[config.mk]
export PLATFORM = sky130hd
export DESIGN_NAME = sha1_message_digest
export DESIGN_NICKNAME = d
export VERILOG_FILES = /design/src/rtl/core/sha1md_pkg.sv /design/src/rtl/core/sha1md_front.sv /design/src/rtl/core/sha1md_queue.sv /design/src/rtl/core/sha1md_engine.sv /design/src/rtl/core/sha1_message_digest.sv
export SDC_FILE = /design/constraint.sdc
export NUM_CORES = 2
export LEC_CHECK = 0
export BUFFER_PORTS_ARGS = -buffer_cell sky130_fd_sc_hd__buf_2
export CORE_MARGIN = 2
export CORE_UTILIZATION = 38
export CTS_BUF_LIST = sky130_fd_sc_hd__clkbuf_4
export CTS_CLUSTER_DIAMETER = 100
export DETAILED_ROUTE_END_ITERATION = 7
export PLACE_DENSITY_LB_ADDON = 0.08
export SLEW_MARGIN = 20
export SYNTH_ARGS = -nofsm -noshare
export SYNTH_HDL_FRONTEND = slang
export SYNTH_SLANG_ARGS = --single-unit
[constraint.sdc]
create_clock -name clk -period 38.1 [get_ports clk]
set_clock_uncertainty 0.1 [all_clocks]
set_input_delay 3.81 -clock clk [delete_from_list [all_inputs] [get_ports clk]]
set_output_delay 3.81 -clock clk [all_outputs]
set_load 0.01 [all_outputs]
[src/rtl/core/sha1md_pkg.sv]
// ----------------------------------------------------------------------------
// sha1md_pkg
// types and constants shared by the message digest front end, queue and engine
// ----------------------------------------------------------------------------
`timescale 1ns / 1ps

package sha1md_pkg;

    localparam int COUNT_W = 61;

    localparam logic [31:0] H0_INIT = 32'h6745_2301;
    localparam logic [31:0] H1_INIT = 32'hEFCD_AB89;
    localparam logic [31:0] H2_INIT = 32'h98BA_DCFE;
    localparam logic [31:0] H3_INIT = 32'h1032_5476;
    localparam logic [31:0] H4_INIT = 32'hC3D2_E1F0;

    localparam logic [31:0] K_ROUND0 = 32'h5A82_7999;
    localparam logic [31:0] K_ROUND1 = 32'h6ED9_EBA1;
    localparam logic [31:0] K_ROUND2 = 32'h8F1B_BCDC;
    localparam logic [31:0] K_ROUND3 = 32'hCA62_C1D6;

    localparam logic [7:0] PAD_MARK = 8'h80;

    localparam logic [2:0] LAST_INDEX = 3'd4;

    typedef struct packed {
        logic [7:0] msg_byte;
        logic       has_byte;
        logic       end_of_message;
    } msg_item_t;

    typedef struct packed {
        logic [31:0] digest_word;
        logic [2:0]  word_index;
        logic        last_word;
    } digest_item_t;

    typedef enum logic [1:0] {
        CMD_BYTE,
        CMD_END,
        CMD_BYTE_END
    } cmd_kind_t;

    typedef struct packed {
        cmd_kind_t  kind;
        logic [7:0] data;
    } cmd_t;

    typedef enum logic [2:0] {
        ST_INTAKE,
        ST_PAD,
        ST_LEN,
        ST_ROUND,
        ST_FOLD,
        ST_OUTPUT
    } state_t;

endpackage

[src/rtl/core/sha1md_front.sv]
// ----------------------------------------------------------------------------
// sha1md_front
// accepts message items, drops empty ones and classifies the rest into commands
// ----------------------------------------------------------------------------
`timescale 1ns / 1ps

module sha1md_front
(
    input  logic                  msg_valid,
    output logic                  msg_stall,
    input  sha1md_pkg::msg_item_t msg_item,
    input  logic                  q_full,
    output logic                  push,
    output sha1md_pkg::cmd_t      cmd
);

    logic useful;

    assign msg_stall = q_full;

    always_comb
    begin
        cmd.data = msg_item.msg_byte;
        useful   = 1'b1;
        unique case ({msg_item.has_byte, msg_item.end_of_message})
            2'b10:   cmd.kind = sha1md_pkg::CMD_BYTE;
            2'b01:   cmd.kind = sha1md_pkg::CMD_END;
            2'b11:   cmd.kind = sha1md_pkg::CMD_BYTE_END;
            default:
            begin
                // neither byte nor end: nothing to do
                cmd.kind = sha1md_pkg::CMD_BYTE;
                useful   = 1'b0;
            end
        endcase
    end

    assign push = msg_valid && !q_full && useful;

endmodule

[src/rtl/core/sha1md_queue.sv]
// ----------------------------------------------------------------------------
// sha1md_queue
// small command fifo between the front end and the compression engine
// ----------------------------------------------------------------------------
`timescale 1ns / 1ps

module sha1md_queue
#(
    parameter int DEPTH = 4
)
(
    input  logic             clk,
    input  logic             rst_n,
    input  logic             push,
    input  sha1md_pkg::cmd_t push_cmd,
    output logic             full,
    output logic             head_valid,
    output sha1md_pkg::cmd_t head_cmd,
    input  logic             pop
);

    localparam int PTR_W = $clog2(DEPTH);
    localparam int CNT_W = $clog2(DEPTH + 1);

    sha1md_pkg::cmd_t   mem [DEPTH];
    logic [PTR_W-1:0]   wr_ptr_reg;
    logic [PTR_W-1:0]   wr_ptr_next;
    logic [PTR_W-1:0]   rd_ptr_reg;
    logic [PTR_W-1:0]   rd_ptr_next;
    logic [CNT_W-1:0]   count_reg;
    logic [CNT_W-1:0]   count_next;
    logic               do_pop;

    assign full       = (count_reg == CNT_W'(DEPTH));
    assign head_valid = (count_reg != '0);
    assign head_cmd   = mem[rd_ptr_reg];
    assign do_pop     = pop && head_valid;

    always_comb
    begin
        wr_ptr_next = wr_ptr_reg;
        rd_ptr_next = rd_ptr_reg;
        count_next  = count_reg;
        if (push)
        begin
            wr_ptr_next = (wr_ptr_reg == PTR_W'(DEPTH - 1)) ? '0 : wr_ptr_reg + 1'b1;
        end
        if (do_pop)
        begin
            rd_ptr_next = (rd_ptr_reg == PTR_W'(DEPTH - 1)) ? '0 : rd_ptr_reg + 1'b1;
        end
        if (push && !do_pop)
        begin
            count_next = count_reg + 1'b1;
        end
        else if (!push && do_pop)
        begin
            count_next = count_reg - 1'b1;
        end
    end

    always_ff @(posedge clk or negedge rst_n)
    begin
        if (!rst_n)
        begin
            wr_ptr_reg <= '0;
            rd_ptr_reg <= '0;
            count_reg  <= '0;
        end
        else
        begin
            wr_ptr_reg <= wr_ptr_next;
            rd_ptr_reg <= rd_ptr_next;
            count_reg  <= count_next;
        end
    end

    always_ff @(posedge clk)
    begin
        if (push)
        begin
            mem[wr_ptr_reg] <= push_cmd;
        end
    end

endmodule

[src/rtl/core/sha1md_engine.sv]
// ----------------------------------------------------------------------------
// sha1md_engine
// byte gathering, padding, 80-round compression and digest word output
// ----------------------------------------------------------------------------
`timescale 1ns / 1ps

module sha1md_engine
(
    input  logic                     clk,
    input  logic                     rst_n,
    input  logic                     cmd_valid,
    input  sha1md_pkg::cmd_t         cmd,
    output logic                     cmd_pop,
    output logic                     digest_valid,
    input  logic                     digest_stall,
    output sha1md_pkg::digest_item_t digest_item
);

    localparam int CW = sha1md_pkg::COUNT_W;

    sha1md_pkg::state_t       state_reg;
    sha1md_pkg::state_t       state_next;
    sha1md_pkg::state_t       resume_reg;
    sha1md_pkg::state_t       resume_next;
    logic [31:0]              chain_reg [5];
    logic [31:0]              chain_next [5];
    logic [CW-1:0]            count_reg;
    logic [CW-1:0]            count_next;
    logic [5:0]               pos_reg;
    logic [5:0]               pos_next;
    logic                     pad_first_reg;
    logic                     pad_first_next;
    logic [6:0]               round_reg;
    logic [6:0]               round_next;
    logic [2:0]               out_idx_reg;
    logic [2:0]               out_idx_next;
    logic                     out_valid_reg;
    logic                     out_valid_next;
    sha1md_pkg::digest_item_t out_item_reg;
    sha1md_pkg::digest_item_t out_item_next;
    logic [31:0]              win_reg [16];
    logic [31:0]              win_next [16];
    logic [31:0]              wv_reg [5];
    logic [31:0]              wv_next [5];
    logic [63:0]              len_reg;
    logic [63:0]              len_next;

    logic                     sh_en;
    logic [7:0]               sh_byte;
    logic [CW-1:0]            count_inc;
    logic [31:0]              f_val;
    logic [31:0]              k_val;
    logic [31:0]              t_val;
    logic [31:0]              w_mix;
    logic [31:0]              w_new;
    logic                     out_free;

    assign count_inc = count_reg + 1'b1;
    assign out_free  = !out_valid_reg || !digest_stall;

    // round function and constant by round group
    always_comb
    begin
        if (round_reg < 7'd20)
        begin
            f_val = (wv_reg[1] & wv_reg[2]) | (~wv_reg[1] & wv_reg[3]);
            k_val = sha1md_pkg::K_ROUND0;
        end
        else if (round_reg < 7'd40)
        begin
            f_val = wv_reg[1] ^ wv_reg[2] ^ wv_reg[3];
            k_val = sha1md_pkg::K_ROUND1;
        end
        else if (round_reg < 7'd60)
        begin
            f_val = (wv_reg[1] & wv_reg[2]) | (wv_reg[1] & wv_reg[3])
                  | (wv_reg[2] & wv_reg[3]);
            k_val = sha1md_pkg::K_ROUND2;
        end
        else
        begin
            f_val = wv_reg[1] ^ wv_reg[2] ^ wv_reg[3];
            k_val = sha1md_pkg::K_ROUND3;
        end
    end

    assign t_val = {wv_reg[0][26:0], wv_reg[0][31:27]} + f_val + wv_reg[4] + k_val + win_reg[0];
    assign w_mix = win_reg[13] ^ win_reg[8] ^ win_reg[2] ^ win_reg[0];
    assign w_new = {w_mix[30:0], w_mix[31]};

    always_comb
    begin
        state_next     = state_reg;
        resume_next    = resume_reg;
        chain_next     = chain_reg;
        count_next     = count_reg;
        pos_next       = pos_reg;
        pad_first_next = pad_first_reg;
        round_next     = round_reg;
        out_idx_next   = out_idx_reg;
        out_valid_next = out_valid_reg && digest_stall;
        out_item_next  = out_item_reg;
        win_next       = win_reg;
        wv_next        = wv_reg;
        len_next       = len_reg;
        sh_en          = 1'b0;
        sh_byte        = cmd.data;
        cmd_pop        = 1'b0;

        unique case (state_reg)
            sha1md_pkg::ST_INTAKE:
            begin
                if (cmd_valid)
                begin
                    cmd_pop = 1'b1;
                    unique case (cmd.kind)
                        sha1md_pkg::CMD_BYTE:
                        begin
                            sh_en      = 1'b1;
                            count_next = count_inc;
                            pos_next   = pos_reg + 1'b1;
                            if (pos_reg == 6'd63)
                            begin
                                state_next  = sha1md_pkg::ST_ROUND;
                                resume_next = sha1md_pkg::ST_INTAKE;
                                wv_next     = chain_reg;
                                round_next  = '0;
                            end
                        end
                        sha1md_pkg::CMD_BYTE_END:
                        begin
                            sh_en          = 1'b1;
                            count_next     = count_inc;
                            pos_next       = pos_reg + 1'b1;
                            len_next       = {count_inc, 3'b000};
                            pad_first_next = 1'b1;
                            if (pos_reg == 6'd63)
                            begin
                                state_next  = sha1md_pkg::ST_ROUND;
                                resume_next = sha1md_pkg::ST_PAD;
                                wv_next     = chain_reg;
                                round_next  = '0;
                            end
                            else
                            begin
                                state_next = sha1md_pkg::ST_PAD;
                            end
                        end
                        sha1md_pkg::CMD_END:
                        begin
                            len_next       = {count_reg, 3'b000};
                            pad_first_next = 1'b1;
                            state_next     = sha1md_pkg::ST_PAD;
                        end
                        default:
                        begin
                            cmd_pop = 1'b1;
                        end
                    endcase
                end
            end

            sha1md_pkg::ST_PAD:
            begin
                sh_en          = 1'b1;
                sh_byte        = pad_first_reg ? sha1md_pkg::PAD_MARK : 8'h00;
                pad_first_next = 1'b0;
                pos_next       = pos_reg + 1'b1;
                if (pos_reg == 6'd63)
                begin
                    // no room for the length: finish this block first
                    state_next  = sha1md_pkg::ST_ROUND;
                    resume_next = sha1md_pkg::ST_PAD;
                    wv_next     = chain_reg;
                    round_next  = '0;
                end
                else if (pos_reg == 6'd55)
                begin
                    state_next = sha1md_pkg::ST_LEN;
                end
            end

            sha1md_pkg::ST_LEN:
            begin
                sh_en    = 1'b1;
                sh_byte  = len_reg[63:56];
                len_next = {len_reg[55:0], 8'h00};
                pos_next = pos_reg + 1'b1;
                if (pos_reg == 6'd63)
                begin
                    state_next  = sha1md_pkg::ST_ROUND;
                    resume_next = sha1md_pkg::ST_OUTPUT;
                    wv_next     = chain_reg;
                    round_next  = '0;
                end
            end

            sha1md_pkg::ST_ROUND:
            begin
                wv_next[0] = t_val;
                wv_next[1] = wv_reg[0];
                wv_next[2] = {wv_reg[1][1:0], wv_reg[1][31:2]};
                wv_next[3] = wv_reg[2];
                wv_next[4] = wv_reg[3];
                for (int i = 0; i < 15; i++)
                begin
                    win_next[i] = win_reg[i + 1];
                end
                win_next[15] = w_new;
                round_next   = round_reg + 1'b1;
                if (round_reg == 7'd79)
                begin
                    state_next = sha1md_pkg::ST_FOLD;
                    round_next = '0;
                end
            end

            sha1md_pkg::ST_FOLD:
            begin
                for (int i = 0; i < 5; i++)
                begin
                    chain_next[i] = chain_reg[i] + wv_reg[i];
                end
                state_next   = resume_reg;
                out_idx_next = '0;
            end

            sha1md_pkg::ST_OUTPUT:
            begin
                if (out_free)
                begin
                    out_valid_next            = 1'b1;
                    out_item_next.digest_word = chain_reg[out_idx_reg];
                    out_item_next.word_index  = out_idx_reg;
                    out_item_next.last_word   = (out_idx_reg == sha1md_pkg::LAST_INDEX);
                    if (out_idx_reg == sha1md_pkg::LAST_INDEX)
                    begin
                        chain_next[0] = sha1md_pkg::H0_INIT;
                        chain_next[1] = sha1md_pkg::H1_INIT;
                        chain_next[2] = sha1md_pkg::H2_INIT;
                        chain_next[3] = sha1md_pkg::H3_INIT;
                        chain_next[4] = sha1md_pkg::H4_INIT;
                        count_next    = '0;
                        pos_next      = '0;
                        state_next    = sha1md_pkg::ST_INTAKE;
                    end
                    else
                    begin
                        out_idx_next = out_idx_reg + 1'b1;
                    end
                end
            end

            default:
            begin
                state_next = sha1md_pkg::ST_INTAKE;
            end
        endcase

        // byte-wide shift of the whole 64-byte window
        if (sh_en)
        begin
            for (int i = 0; i < 15; i++)
            begin
                win_next[i] = {win_reg[i][23:0], win_reg[i + 1][31:24]};
            end
            win_next[15] = {win_reg[15][23:0], sh_byte};
        end
    end

    always_ff @(posedge clk or negedge rst_n)
    begin
        if (!rst_n)
        begin
            state_reg     <= sha1md_pkg::ST_INTAKE;
            resume_reg    <= sha1md_pkg::ST_INTAKE;
            chain_reg[0]  <= sha1md_pkg::H0_INIT;
            chain_reg[1]  <= sha1md_pkg::H1_INIT;
            chain_reg[2]  <= sha1md_pkg::H2_INIT;
            chain_reg[3]  <= sha1md_pkg::H3_INIT;
            chain_reg[4]  <= sha1md_pkg::H4_INIT;
            count_reg     <= '0;
            pos_reg       <= '0;
            pad_first_reg <= 1'b0;
            round_reg     <= '0;
            out_idx_reg   <= '0;
            out_valid_reg <= 1'b0;
        end
        else
        begin
            state_reg     <= state_next;
            resume_reg    <= resume_next;
            chain_reg     <= chain_next;
            count_reg     <= count_next;
            pos_reg       <= pos_next;
            pad_first_reg <= pad_first_next;
            round_reg     <= round_next;
            out_idx_reg   <= out_idx_next;
            out_valid_reg <= out_valid_next;
        end
    end

    always_ff @(posedge clk)
    begin
        out_item_reg <= out_item_next;
        win_reg      <= win_next;
        wv_reg       <= wv_next;
        len_reg      <= len_next;
    end

    assign digest_valid = out_valid_reg;
    assign digest_item  = out_item_reg;

endmodule

[src/rtl/core/sha1_message_digest.sv]
// ----------------------------------------------------------------------------
// sha1_message_digest
// byte-serial sha-1 hash with padding and five-word digest output
// ----------------------------------------------------------------------------
// per block: 64 bytes are taken in one by one, then 80 rounds and a fold follow
//   on the single round unit; no new bytes are taken while it compresses
// after the end item reaches the engine, padding runs one byte per cycle
//   and one or two compressions follow before the first of 5 items
// reset: asynchronous; chain value back to the initial constants, counters
//   cleared, queue empty; buffer and schedule storage need no clearing pass
// ----------------------------------------------------------------------------
`timescale 1ns / 1ps

module sha1_message_digest
#(
    parameter int QUEUE_DEPTH = 4
)
(
    input  logic                     clk,
    input  logic                     rst_n,
    input  logic                     msg_valid,
    output logic                     msg_stall,
    input  sha1md_pkg::msg_item_t    msg_item,
    output logic                     digest_valid,
    input  logic                     digest_stall,
    output sha1md_pkg::digest_item_t digest_item
);

    // command path: front end -> queue -> engine
    logic             q_push;
    logic             q_full;
    logic             q_valid;
    logic             q_pop;
    sha1md_pkg::cmd_t front_cmd;
    sha1md_pkg::cmd_t head_cmd;

    // front end drops items with neither byte nor end marker
    sha1md_front u_front
    (
        .msg_valid (msg_valid),
        .msg_stall (msg_stall),
        .msg_item  (msg_item),
        .q_full    (q_full),
        .push      (q_push),
        .cmd       (front_cmd)
    );

    // queue lets the front keep accepting items while the engine compresses
    sha1md_queue
    #(
        .DEPTH (QUEUE_DEPTH)
    )
    u_queue
    (
        .clk        (clk),
        .rst_n      (rst_n),
        .push       (q_push),
        .push_cmd   (front_cmd),
        .full       (q_full),
        .head_valid (q_valid),
        .head_cmd   (head_cmd),
        .pop        (q_pop)
    );

    // engine gathers bytes into the window, pads, compresses and emits the digest
    sha1md_engine u_engine
    (
        .clk          (clk),
        .rst_n        (rst_n),
        .cmd_valid    (q_valid),
        .cmd          (head_cmd),
        .cmd_pop      (q_pop),
        .digest_valid (digest_valid),
        .digest_stall (digest_stall),
        .digest_item  (digest_item)
    );

    // never write into a full queue
    assert property (@(posedge clk) disable iff (!rst_n) q_push |-> !q_full)
        else $error("command pushed into full queue");

    // the flag of the final word matches its index
    assert property (@(posedge clk) disable iff (!rst_n)
        digest_valid |-> (digest_item.last_word ==
                          (digest_item.word_index == sha1md_pkg::LAST_INDEX)))
        else $error("last_word does not match word_index");

    // digest words come out in order: after a taken word the next shown is its successor
    assert property (@(posedge clk) disable iff (!rst_n)
        (digest_valid && !digest_stall && !digest_item.last_word) ##1 digest_valid
        |-> (digest_item.word_index == $past(digest_item.word_index) + 3'd1))
        else $error("digest word index out of sequence");

endmodule
### After elaboration in Yosys (flattened, before gate mapping)

Memories as Yosys holds them, arrays and structs flattened.
Cells that the tools add are included.

| word-level totals | value |
|---|---|
| memory bits (read-only) | 0 |
| memories | 1 |
| memory bits (writable) | 40 |
| word-level logic and storage cells | 220 |
| bits of input ports | 14 |
| flip-flop bits (word level) | 1,024 |
| output and inout port bits | 38 |
| latch bits | 0 |

Memories:

| name | words | width | read ports | clocked after memory_dff | wr ports | line | RTL |
|---|---|---|---|---|---|---|---|
| u_queue.mem | 4 | 10 | 1 | 0 | 1 | sha1md_queue.sv:25 | `sha1md_pkg::cmd_t mem [DEPTH];` |

| cells by class | value |
|---|---|
| shift-type cells | 0 |
| bitwise gates (word level) | 14 |
| $lt $le $gt $ge | 4 |
| div/mod/pow operators | 0 |
| reduce and logical (&&, ||, !) cells | 38 |
| $mul | 0 |
| eq/ne operators | 30 |
| muxes and demuxes | 75 |
| add/sub/neg operators | 17 |

Operators with widths:

| kind | count |
|---|---|
| $mux 512 | 2 |
| $mux 160 | 5 |
| $pmux 160 s3 | 1 |
| $pmux 160 s2 | 1 |
| $add 32x32->32 | 9 |
| $pmux 64 s2 | 2 |
| $mux 61 | 4 |
| $mux 32 | 7 |
| $xor 32x32->32 | 5 |
| $and 32x32->32 | 4 |
| $pmux 61 s2 | 1 |
| $bmux 32 s3 | 1 |
| $or 32x32->32 | 3 |
| $mux 64 | 1 |
| $add 61x1->61 const B | 1 |
| $mux 3 | 15 |
| $not 32->32 | 1 |
| $mux 31 | 1 |
| $mux 7 | 4 |
| $mux 6 | 4 |
| $pmux 7 s3 | 1 |
| $pmux 3 s3 | 2 |
| $pmux 3 s6 | 1 |
| $pmux 6 s3 | 1 |
| other kinds (42) | 101 |

### Depth between registers and ports, before layout

| depth | value |
|---|---|
| word-level depth | 11 |
| depth in mapped cells | 26 |
| gate-level depth less buffers | 24 |

### By module

From an unflattened synthesis, not the netlist that was laid out.

| unflattened totals | value |
|---|---|
| cells, all modules | 6,257 |
| area total of the unflattened synthesis | 60,192.7 um^2 |

Modules (own cells, without submodules):

| module | instances | cells each | seq. area each (um^2) | area each (um^2) |
|---|---|---|---|---|
| sha1md_engine | 1 | 6,155 | 29,323.1 | 58,217.1 |
| sha1md_queue | 1 | 89 | 1,376.3 | 1,875.5 |
| sha1md_front | 1 | 13 | 0.0 | 100.1 |

### Worst setup path before layout

No wires, ideal clock.

| timing path | value |
|---|---|
| path kind | register to register |
| start | register u_queue.rd_ptr_reg[0] |
| end | register u_engine.round_reg[4] |
| arrival time | 16.024 ns |
| period minus slack after synthesis | 16.273 ns |
| required time | 37.850 ns |
| library setup time | 0.150 ns |
| cell stages (with the launch flop) | 12 |
| path slack | 21.827 ns |
| buffers on the path | 1 |
| cells stage by stage | dfrtp_1 buf_1 mux4_2 inv_1 ha_1 o21ai_0 nor4_2 o21ai_0 a221oi_1 o21ai_0 nand2_1 o31ai_1 |

| on the way | value |
|---|---|
| word-level cells in the longest chain between the ends | 5 |
| elaborated cells between the ends (all ways) | 6 |
| classes of those cells | eq/ne (2); reduce/logical (3); memory (1) |

RTL lines:

| element | line | RTL |
|---|---|---|
| start: declaration | sha1md_queue.sv:28 | `logic [PTR_W-1:0] rd_ptr_reg;` |
| start signal: assignment | sha1md_queue.sv:73 | `rd_ptr_reg <= rd_ptr_next;` |
| $mem_v2 4x10 (*) | n/a |  |
| $eq 2x2->1 or $logic_not 2->1 (tied branches) | sha1md_engine.sv:116 | `unique case (cmd.kind)` |
| $reduce_or 2->1 (no source line) (*) | n/a |  |
| $ne 2x2->1 (no source line) (*) | n/a |  |
| $reduce_and 3->1 (no source line) (*) | n/a |  |
| end signal: assignment | sha1md_engine.sv:297 | `round_reg <= round_next;` |
| end: declaration | sha1md_engine.sv:33 | `logic [6:0] round_reg;` |

Every way passes the cells marked *; elsewhere a longest branch is shown, timed or not.
A chain may end at the register's enable or synchronous reset.

==> run summary <==
Logic synthesis
* 0 — synthesis warning total
* sky130_fd_sc_hd__nand2_1 — most frequent cell after synthesis
* 92 — number of unique standard cell types used by synthesis
* 19.0% — simple-gate share of the synthesized area
* simple AND/OR/NAND/NOR gates — largest family of logic cells by synthesized area
* sky130_fd_sc_hd__edfxtp_1 — flip-flop cell with the highest count after synthesis
* 6609 — synthesized netlist net count
* 4.49% — Synth Area in XOR/XNOR
* 809 — number of enable-type register cells in the synthesized netlist
* sky130_fd_sc_hd__edfxtp_1 — top cell type by total area after synthesis
* sky130_fd_sc_hd__nand2_1, sky130_fd_sc_hd__edfxtp_1, sky130_fd_sc_hd__o21ai_0 — top cells by instance count after synthesis
* 1.89% — multiplexer share of the synthesized area
* 40.3% — share of Yosys cell area claimed by the top area cell type
* 23.8% — share of async-settable or async-resettable flops after synthesis
* 9.66 um^2 — per-instance average area after synthesis
* 51.0% — sequential element share of the synthesized area
* 6236 — Post-Syn Instances
* 11.1% — synthesized-area fraction occupied by ao, oa, aoi and oai cells
* sky130_fd_sc_hd__edfxtp_1, sky130_fd_sc_hd__nand2_1, sky130_fd_sc_hd__dfrtp_1 — biggest area contributors in the synthesized netlist
* 1061 — synthesized flop and latch total
* 60200 um^2 — Post-Synthesis Cell Area
* 9.02% — Post-Synth Adder-Cell Area

STA
* 0 — count of endpoints failing setup in the final report
* 132 MHz — highest clock rate
* 19.9% — fraction of the cycle the final worst path needs
* 0 — number of failing hold endpoints at the final stage
* false — unrepaired setup endpoints after global routing
* 0 ns — Setup Total Neg Slack
* 1.18 ns — pin slew with the least headroom to its limit
* 0 — count of pins over their slew limit
* 20.3% — relative slew slack
* 7.57 ns — time the final worst path needs with I/O delays and setup

Cells and area
* 6765 — final layout net count
* 12.4% — layout cell share with drive strength beyond 1
* 10.9% — layout-stage area growth over the synthesis result
* 27600 um^2 — area used by multi-input combinational logic
* 66800 um^2 — post-route cell area
* 42.3% — Core Util, Final
* 512 — Largest register FFs
* 15800 — number of inserted filler cells in the final layout
* 30700 um^2 — FF+latch area

Placement
* 51 — number of port buffers
* 62600 um^2 — Placement Cell Area
* 119 mm — HPWL after detailed placement
* 0.890 — routability-driven placement congestion ratio

Worst setup path
* 30.53 ns — r2r setup slk
* u_engine.round_reg[4] — Critical R2R Launch
* reg2reg — Critical Setup Path Class
* 26 — Worst R2R Path Depth
* 39.07 ns — Required @ worst endpoint
* flip-flop — launching element type of the critical path
* 8.55 ns — Data arrival, critical path
* u_engine.wv_reg[159] — capturing point of the worst reg2reg path
* flip-flop — CP Capture Type
* 35 — Max Fanout on Critical Path

Clock tree
* 1.31 ns — clock latency reported for the late side of the worst-skew pair
* yes — TritonCTS clock tree
* 0 — Post CTS Setup Buffer Count
* 4 — number of buffers on the longest clock path
* 0.07 ns — clock slew at reported path FFs
* 1061 — # clock sinks
* 0 — total of cells resized after clock tree synthesis
* 331 — number of buffers added by the clock tree synthesis step
* 0 — CTS Hold Buffers Added
* sky130_fd_sc_hd__clkbuf_4 — Root Driver
* 5 — number of H-tree branching levels

Global routing
* 44600 — number of global-route vias before repair
* 10 — initial antenna violation count
* 22.0% — aggregate global-route resource usage
* 219 — largest net degree at the start of global routing
* 273 mm — wire length of the first global-routing pass
* 0 — aggregate global routing overflow

Detailed routing
* 0 — Residual DRC
* 20.5 um — routed wirelength normalized by instance count
* 0 — final antenna-violating net count
* 6 — number of iterations in the first detailed-routing pass
* 45400 — vias after detailed routing
* 3433 — Starting DRT DRC Count
* 5.21 — via count normalized by instance count
* 179 mm — Total Wirelength

Floorplanning
* 402 um — DIE HEIGHT
* 146 — row count
* 402 um — chip width
* 158000 um^2 — core outline area
* 52 — ports placed on the boundary
* 38.2% — effective utilization at floorplan
* 162000 um^2 — area of the die

Job
* 0 — Max Cap Viol

Outcome
* finished clean — status

Worst hold path
* reg2reg — worst min-delay path class
* u_engine.chain_reg[31] — hold-critical path endpoint
* 2 — number of cells on the worst hold path
* u_engine.chain_reg[31] — worst hold start

[kinds of logic after synthesis]
group / count (synthesis)
compound gates: 1095
xor+xnor: 309
fa+ha+maj: 359
buf+inv: 551
flops: 1061
mux: 61
simple gates: 2800
[critical path, cell delays in order, from the launching register on]
cell                        delay [ns]
sky130_fd_sc_hd__dfrtp_1          0.47
sky130_fd_sc_hd__and3_1           0.23
sky130_fd_sc_hd__nor3_1           0.32
sky130_fd_sc_hd__clkinv_1         0.13
sky130_fd_sc_hd__buf_4            0.30
sky130_fd_sc_hd__nand2_1          0.13
sky130_fd_sc_hd__buf_4            0.41
sky130_fd_sc_hd__nor2_1           0.08
sky130_fd_sc_hd__a211oi_1         0.36
sky130_fd_sc_hd__fa_1             0.48
sky130_fd_sc_hd__inv_1            0.08
sky130_fd_sc_hd__fa_1             0.42
sky130_fd_sc_hd__fa_1             0.43
sky130_fd_sc_hd__inv_1            0.07
sky130_fd_sc_hd__ha_1             0.16
sky130_fd_sc_hd__inv_1            0.06
sky130_fd_sc_hd__fa_1             0.46
sky130_fd_sc_hd__nor2b_1          0.14
sky130_fd_sc_hd__o21a_1           0.15
sky130_fd_sc_hd__o21ai_1          0.11
sky130_fd_sc_hd__a211oi_1         0.34
sky130_fd_sc_hd__nor2_1           0.23
sky130_fd_sc_hd__o41ai_1          0.80
sky130_fd_sc_hd__o41ai_1          0.30
sky130_fd_sc_hd__o2111ai_1        0.32
sky130_fd_sc_hd__mux2i_1          0.22
sky130_fd_sc_hd__nand2_1          0.06
[worst max path at each step]
stage / from / to / slack, ns / depth (start not counted)
after floorplan: u_queue.rd_ptr_reg[0] / u_engine.round_reg[4] / 21.83 / 11
after global placement: u_engine.round_reg[4] / u_engine.wv_reg[159] / 30.45 / 26
after detailed placement: u_engine.round_reg[4] / u_engine.wv_reg[159] / 30.47 / 26
after CTS: u_engine.round_reg[4] / u_engine.wv_reg[159] / 30.55 / 26
after global routing: u_engine.round_reg[4] / u_engine.wv_reg[157] / 30.03 / 26
final: u_engine.round_reg[4] / u_engine.wv_reg[159] / 30.53 / 26
[cell usage in the layout (no fill, tap or decap), drive strengths merged, types with 118 or more instances in the layout]
cell / synthesis / final
inv: 268 / 271
nand2: 2136 / 2136
ha: 234 / 234
dfrtp: 172 / 172
xnor2: 191 / 191
nor2: 281 / 281
edfxtp: 809 / 809
clkbuf: 252 / 532
fa: 125 / 125
o21ai: 416 / 416
xor2: 118 / 118
a21oi: 265 / 265
[through the flow]
stage,cells,hold WS (ns),setup slack (ns)
2_1_floorplan,6236,0.338,21.83
3_3_place_gp,8130,0.356,30.45
3_5_place_dp,8130,0.365,30.47
4_1_cts,8702,0.373,30.55
5_1_grt,8710,0.386,30.03
6_report,8711,0.381,30.53
[layout make-up]
| class | count | area share [%] |
|---|---|---|
| well taps | 2072 | 3.88 |
| repair buffers | 105 | 1.09 |
| clock buffers | 532 | 5.98 |
| diodes | 8 | 0.0300 |
| clock inverters | 40 | 0.268 |
| flip-flops and latches | 1061 | 46.0 |
| inverters | 269 | 1.51 |
| multi-input cells | 4624 | 41.3 |
[layer usage]
metal	up-vias	global-route usage [%]	share of wire (%)
li1	21900	-	-
met1	22000	31.6	48
met2	1149	32.7	43
met3	326	4.78	6.0
met4	2	7.51	2.8
met5	-	0	0.0050
Power is left out: the tool's default activity adds up to more than one toggle a clock period on the data nets, which glitch-free logic cannot reach.
